===== config.mk =====
export PLATFORM = sky130hd
export DESIGN_NAME = percent_heatmap_color_ramp
export DESIGN_NICKNAME = d
export VERILOG_FILES = /design/src/hw/rtl/pcr_pkg.sv /design/src/hw/rtl/pcr_front.sv /design/src/hw/rtl/pcr_back.sv /design/src/hw/rtl/percent_heatmap_color_ramp.sv
export SDC_FILE = /design/constraint.sdc
export NUM_CORES = 2
export LEC_CHECK = 0
export ABC_CLOCK_PERIOD_IN_PS = 10500
export BUFFER_PORTS_ARGS = -buffer_cell sky130_fd_sc_hd__buf_2
export CORE_MARGIN = 3
export CORE_UTILIZATION = 36
export DETAILED_ROUTE_END_ITERATION = 10
export PLACE_DENSITY = 0.5
export REMOVE_ABC_BUFFERS = 1
export SLEW_MARGIN = 0
export SYNTH_ARGS = -nofsm -noshare
export SYNTH_HDL_FRONTEND = slang
export SYNTH_SLANG_ARGS = --single-unit

===== constraint.sdc =====
create_clock -name i_clk -period 10.5 [get_ports i_clk]
set_input_delay 0 -clock i_clk [delete_from_list [all_inputs] [get_ports i_clk]]
set_output_delay 0 -clock i_clk [all_outputs]
set_load 0.1 [all_outputs]

===== src/hw/rtl/pcr_pkg.sv =====
package pcr_pkg;

    localparam int SEGMENTS = 12;

    // Breakpoints in whole percent, one more than the segment count
    localparam logic [6:0] BREAK_PCT [SEGMENTS+1] = '{
        7'd0,  7'd5,  7'd10, 7'd20, 7'd30, 7'd40, 7'd50,
        7'd60, 7'd70, 7'd80, 7'd90, 7'd95, 7'd100
    };

    // Stop colors as RRGGBB, one per breakpoint
    localparam logic [23:0] STOP_RGB [SEGMENTS+1] = '{
        24'h003EFF, 24'h0094FF, 24'h00FFFF, 24'h00FF90, 24'h00FF21,
        24'h4CFF00, 24'hB6FF00, 24'hFFD800, 24'hFF6A00, 24'hFF2F00,
        24'hFF0000, 24'hFF006E, 24'hFD80B5
    };

    // Color for inputs at or above one hundred percent
    localparam logic [23:0] TOP_RGB = 24'hA71F00;

    // Segment width in percent that marks a ten-percent segment
    localparam logic [6:0] WIDE_PCT = 7'd10;

endpackage


===== src/hw/rtl/pcr_front.sv =====
module pcr_front #(
    parameter int FRAC_BITS = 8,
    parameter int OFF_W     = 12,
    parameter int PROD_W    = 20
) (
    input  logic [15:0]             i_x,
    output logic [2:0][7:0]         o_base,
    output logic [2:0][PROD_W-1:0]  o_num,
    output logic                    o_wide
);

    // Find the segment, then form base and scaled numerator per channel
    always_comb begin
        logic [31:0]      x32;
        logic [31:0]      lo;
        logic [31:0]      hi;
        logic             hit;
        logic [3:0]       seg;
        logic [OFF_W-1:0] off;
        logic [OFF_W-1:0] span;
        logic [23:0]      s_rgb;
        logic [23:0]      e_rgb;
        logic [7:0]       sc;
        logic [7:0]       ec;

        x32 = {16'b0, i_x};
        hit = 1'b0;
        seg = 4'd0;
        // First segment whose upper breakpoint lies above the input
        for (int i = 0; i < pcr_pkg::SEGMENTS; i++) begin
            if (!hit && (x32 < (32'(pcr_pkg::BREAK_PCT[i+1]) << FRAC_BITS))) begin
                hit = 1'b1;
                seg = 4'(i);
            end
        end

        lo    = 32'(pcr_pkg::BREAK_PCT[seg]) << FRAC_BITS;
        hi    = 32'(pcr_pkg::BREAK_PCT[seg + 4'd1]) << FRAC_BITS;
        off   = OFF_W'(x32 - lo);
        span  = OFF_W'(hi - lo);
        s_rgb = pcr_pkg::STOP_RGB[seg];
        e_rgb = pcr_pkg::STOP_RGB[seg + 4'd1];
        o_wide = (pcr_pkg::BREAK_PCT[seg + 4'd1] - pcr_pkg::BREAK_PCT[seg])
                 == pcr_pkg::WIDE_PCT;

        // Rising channels count up from the start, falling ones up from the end
        for (int c = 0; c < 3; c++) begin
            sc = s_rgb[8*c +: 8];
            ec = e_rgb[8*c +: 8];
            if (!hit) begin
                o_base[c] = pcr_pkg::TOP_RGB[8*c +: 8];
                o_num[c]  = '0;
            end else if (ec >= sc) begin
                o_base[c] = sc;
                o_num[c]  = PROD_W'(ec - sc) * PROD_W'(off);
            end else begin
                o_base[c] = ec;
                o_num[c]  = PROD_W'(sc - ec) * PROD_W'(span - off);
            end
        end
    end

endmodule


===== src/hw/rtl/pcr_back.sv =====
module pcr_back #(
    parameter int FRAC_BITS = 8,
    parameter int PROD_W    = 20
) (
    input  logic [2:0][7:0]         i_base,
    input  logic [2:0][PROD_W-1:0]  i_num,
    input  logic                    i_wide,
    output logic [2:0][7:0]         o_chan
);

    // Quotient by five stays exact for values below 2^16
    localparam int          DIV_W    = 11;
    localparam int          MUL_W    = DIV_W + 16;
    localparam logic [15:0] RECIP5   = 16'hCCCD;
    localparam int          RECIP_SH = 18;

    // Drop the fraction bits, halve for ten-wide segments, divide by five
    always_comb begin
        logic [PROD_W-1:0] sh;
        logic [DIV_W-1:0]  v;
        logic [MUL_W-1:0]  q;

        for (int c = 0; c < 3; c++) begin
            sh = i_num[c] >> FRAC_BITS;
            if (i_wide) begin
                sh = sh >> 1;
            end
            v = DIV_W'(sh);
            q = (MUL_W'(v) * MUL_W'(RECIP5)) >> RECIP_SH;
            o_chan[c] = i_base[c] + 8'(q);
        end
    end

endmodule


===== src/hw/rtl/percent_heatmap_color_ramp.sv =====
// Heat-map color ramp: maps a fixed-point percentage to an RGB color.
// Input channel: i_valid / o_stall with i_percent_fixed, the percentage
// times 2^PERCENT_FRAC_BITS. A beat is taken at a rising edge where
// i_valid is high and o_stall is low.
// Output channel: o_valid / i_stall with o_red, o_green, o_blue (alpha is
// always FF and not carried). One output beat per input beat, in order.
// A beat passes the input register, product register and result
// register in order. Throughput: one beat per cycle while i_stall is low;
// the per-channel multiply by the segment offset sets the stage split.
// Each stage moves on when it is empty or the stage after it moves, so
// a stalled result holds in the output register while earlier stages
// keep filling; o_stall rises only once all three stages are full.
// Reset clears the three stage valid flags; the payload registers are not reset.
// Inputs at or above one hundred percent give the color A71F00.
module percent_heatmap_color_ramp #(
    parameter int PERCENT_FRAC_BITS = 8
) (
    input  logic        i_clk,
    input  logic        i_rst_n,
    input  logic        i_valid,
    output logic        o_stall,
    input  logic [15:0] i_percent_fixed,
    output logic        o_valid,
    input  logic        i_stall,
    output logic [7:0]  o_red,
    output logic [7:0]  o_green,
    output logic [7:0]  o_blue
);

    localparam int OFF_W  = $clog2((10 << PERCENT_FRAC_BITS) + 1);
    localparam int PROD_W = OFF_W + 8;

    logic                   r_v1;
    logic [15:0]            r_x;
    logic                   r_v2;
    logic [2:0][7:0]        r_base;
    logic [2:0][PROD_W-1:0] r_num;
    logic                   r_wide;
    logic                   r_v3;
    logic [2:0][7:0]        r_chan;

    logic [2:0][7:0]        n_base;
    logic [2:0][PROD_W-1:0] n_num;
    logic                   n_wide;
    logic [2:0][7:0]        n_chan;

    logic                   adv1;
    logic                   adv2;
    logic                   adv3;

    // Each stage advances when empty or when its successor advances
    assign adv3    = !r_v3 || !i_stall;
    assign adv2    = !r_v2 || adv3;
    assign adv1    = !r_v1 || adv2;
    assign o_stall = !adv1;

    pcr_front #(
        .FRAC_BITS (PERCENT_FRAC_BITS),
        .OFF_W     (OFF_W),
        .PROD_W    (PROD_W)
    ) u_front (
        .i_x    (r_x),
        .o_base (n_base),
        .o_num  (n_num),
        .o_wide (n_wide)
    );

    pcr_back #(
        .FRAC_BITS (PERCENT_FRAC_BITS),
        .PROD_W    (PROD_W)
    ) u_back (
        .i_base (r_base),
        .i_num  (r_num),
        .i_wide (r_wide),
        .o_chan (n_chan)
    );

    // Track beat occupancy of the three stages
    always_ff @(posedge i_clk) begin
        if (!i_rst_n) begin
            r_v1 <= 1'b0;
            r_v2 <= 1'b0;
            r_v3 <= 1'b0;
        end else begin
            if (adv1) begin
                r_v1 <= i_valid;
            end
            if (adv2) begin
                r_v2 <= r_v1;
            end
            if (adv3) begin
                r_v3 <= r_v2;
            end
        end
    end

    // Advance payload; hold it while the stage is stalled
    always_ff @(posedge i_clk) begin
        if (adv1) begin
            r_x <= i_percent_fixed;
        end
        if (adv2) begin
            r_base <= n_base;
            r_num  <= n_num;
            r_wide <= n_wide;
        end
        if (adv3) begin
            r_chan <= n_chan;
        end
    end

    assign o_valid = r_v3;
    assign o_red   = r_chan[2];
    assign o_green = r_chan[1];
    assign o_blue  = r_chan[0];

endmodule


==> results.ini <==
[timing]
hold_viol_final=0
clock_skew_ns=0.0150
maxSlewViolCount=0
slew_headroom=0.234
tightest_slew_ns=1.15
fmax_mhz=98.3
fin_ws_ns=0.327
setup_viol=0
min_period_ns=10.17
min_period_over_period=0.969
hold_slack_ns=0.327

[detailed_routing]
wl_per_cell_um=17.8
drtIter0Drc=1908
drt_wl_total_um=112000
drt-pass1-iter-count=5
num_vias=30400
vias_per_cell=4.84
antenna_left=0
drc=0

[cells_and_area]
fin_util=0.400
nets=6155
fillers=11700
regArea_sq_mm=0.00294
fin_cells=6276
drive_gt1_frac=0.0825
multi_input_area_sq_mm=0.0346
area_delta_synth_final_pct=9.59

[clock_tree]
clk_latency_ns=0.40
tritoncts=yes
root_buffer=clkbuf_16
ctsLongestPathBuffers=2
cts.reportedPaths.clkPinSlew_ns=0.08
numCtsBuffers=9
h-tree-depth=3
cts_num_sinks=99

[placed_design]
post-place-cells=6216
place_congestion=0.896
dp_slack_ns=-0.0944
numPortBuffers=45
hpwl_um=93800

[setup_path]
end_kind=register
crit_fanout=6
worstSetupStartpointType=register
worstSetupPathType=register to register
critPathSlowestCell=or4_4
critPathMaxStageDelay_ns=0.60
crit_top_cell=fa_1
crit_arrival_ns=10.32
required_ns=10.64

[floorplan]
die_x_um=347
die_h_um=347
rows=124
core-area_sq_mm=0.115
boundaryPins=46
initial_utilization=0.365
dieArea_sq_mm=0.120

[global_routing]
antenna_found_initial=6
grt_remaining_overflow=0
grt_pass1_vias=31800
grt_max_degree=57
grt_pass1_wl_um=179000
track_usage=0.190

[synthesis]
synth_edf_count=96
synthTopCellsByCount=inv_1, fa_1, ha_1, nor2_1, nand2_1
ys_seq_area_frac=0.0703
post-synth-top-count-cell=inv_1
yosys.area.top_type_share=0.374
async_flop_share=0
syn_inst=4657
synth_area_leader_cell=fa_1
yosys_register_bits=99
synth.distinct_cells=77
synthFlopType=edfxtp_1
ys_warn_count=0
syn-cell-area_sq_mm=0.0419
syn_avg_cell_area_sq_um=8.99
synth_area_leaders=fa_1, ha_1, inv_1

[min_path]
hp-class=input port to register

[run_status]
outcome=finished clean

[flow_run]
cap_violations=0

-- cell families (layout without fill, tap and decap cells) --
group | count (synthesis) | in the layout | share of synthesized area
other | 0 | 2 | 0
AND/OR/NAND/NOR | 1128 | 1128 | 0.120
adder cells (fa/ha/maj) | 1378 | 1378 | 0.552
XOR/XNOR | 270 | 270 | 0.0606
AO/OA/AOI/OAI | 446 | 446 | 0.0680
buffers and inverters | 1287 | 1392 | 0.116
flip-flops | 99 | 99 | 0.0703
multiplexers | 49 | 49 | 0.0128
-- layout by cell type, fill, tap and decap left out, types with 9 or more instances in the layout --
| master | instances |
|---|---|
| nand3_1 | 33 |
| a211oi_1 | 14 |
| nor2b_1 | 54 |
| nor2_1 | 401 |
| dlygate4sd3_1 | 20 |
| clkbuf_16 | 9 |
| o21a_1 | 18 |
| buf_4 | 180 |
| or2_2 | 20 |
| xnor2_1 | 185 |
| a31oi_1 | 24 |
| nor3_1 | 46 |
| o21ai_0 | 61 |
| xnor2_2 | 11 |
| o211ai_1 | 17 |
| mux2_2 | 25 |
| buf_2 | 45 |
| and2_1 | 38 |
| or3_1 | 9 |
| inv_1 | 1108 |
| edfxtp_1 | 96 |
| ha_1 | 585 |
| a21o_1 | 45 |
| mux2i_1 | 23 |
| and3_1 | 14 |
| nand2b_1 | 87 |
| o21ai_1 | 11 |
| nand2_1 | 378 |
| a21oi_1 | 149 |
| fa_1 | 777 |
| xor2_1 | 55 |
| xnor3_1 | 10 |
| o21bai_1 | 24 |
-- worst max-delay path, delay by kind of cell (launching register included) --
| family | cells | cell delay (ns) |
|---|---|---|
| fa+ha+maj | 12 | 4.76 |
| simple gates | 9 | 1.89 |
| xor+xnor | 9 | 1.78 |
| buf+inv | 7 | 0.65 |
| flops | 1 | 0.43 |
| compound gates | 3 | 0.38 |
-- flip-flops by register name (all words and copies together) (netlist names) --
register / count
o_green: 8
r_x: 16
o_blue: 8
r_v2: 1
r_wide: 1
r_num: 36
o_valid: 1
o_red: 8
r_base: 19
r_v1: 1
-- what timing repair did --
| item | CTS | global route |
|---|---|---|
| hold endpoints to repair | 19 | 0 |
| endpoints found under the setup margin | 4 | 21 |
| cloned | 0 | 0 |
| pin swaps | 0 | 25 |
| gates resized for setup | 5 | 95 |
| buffers inserted | 0 | 22 |
| hold buffers | 20 | 0 |
-- final cells by class --
class / instances / share of cell area
diodes: 2 / 0.000109
clock buffers: 12 / 0.00515
clock inverters: 4 / 0.00112
inverters: 1117 / 0.0914
multi-input cells: 3271 / 0.753
flip-flops and latches: 99 / 0.0642
well taps: 1512 / 0.0412
repair buffers: 259 / 0.0434
-- stage by stage --
step           cell area [sq um]  setup TNS (ns)
2_1_floorplan              41200           -6.19
3_3_place_gp               44800        -0.00949
3_5_place_dp               44800          -0.149
4_1_cts                    45300               0
5_1_grt                    45900          -0.156
6_report                   45900               0
-- final timing paths --
path         slack [ns]                 endpoint  cells past startpoint               start
max                0.33  r_num[59]$_SDFFCE_PN0P_                     40   r_x[15]$_DFFE_PN_
min                0.33         r_x[0]$_DFFE_PN_                      2  i_percent_fixed[0]
min reg2reg        0.48        r_v2$_SDFFE_PN0P_                      1   r_v1$_SDFFE_PN0N_
max reg2reg        0.33  r_num[59]$_SDFFCE_PN0P_                     40   r_x[15]$_DFFE_PN_
-- layer usage --
| layer | track usage | wire length (um) |
|---|---|---|
| met1 | 0.284 | 54600 |
| met2 | 0.306 | 50600 |
| met5 | 0 | 0 |
| met4 | 0.0332 | 1660 |
| met3 | 0.0153 | 4720 |
Power is not shown: default switching activity piles up to over one toggle a cycle in this logic, so the estimate is an artifact.
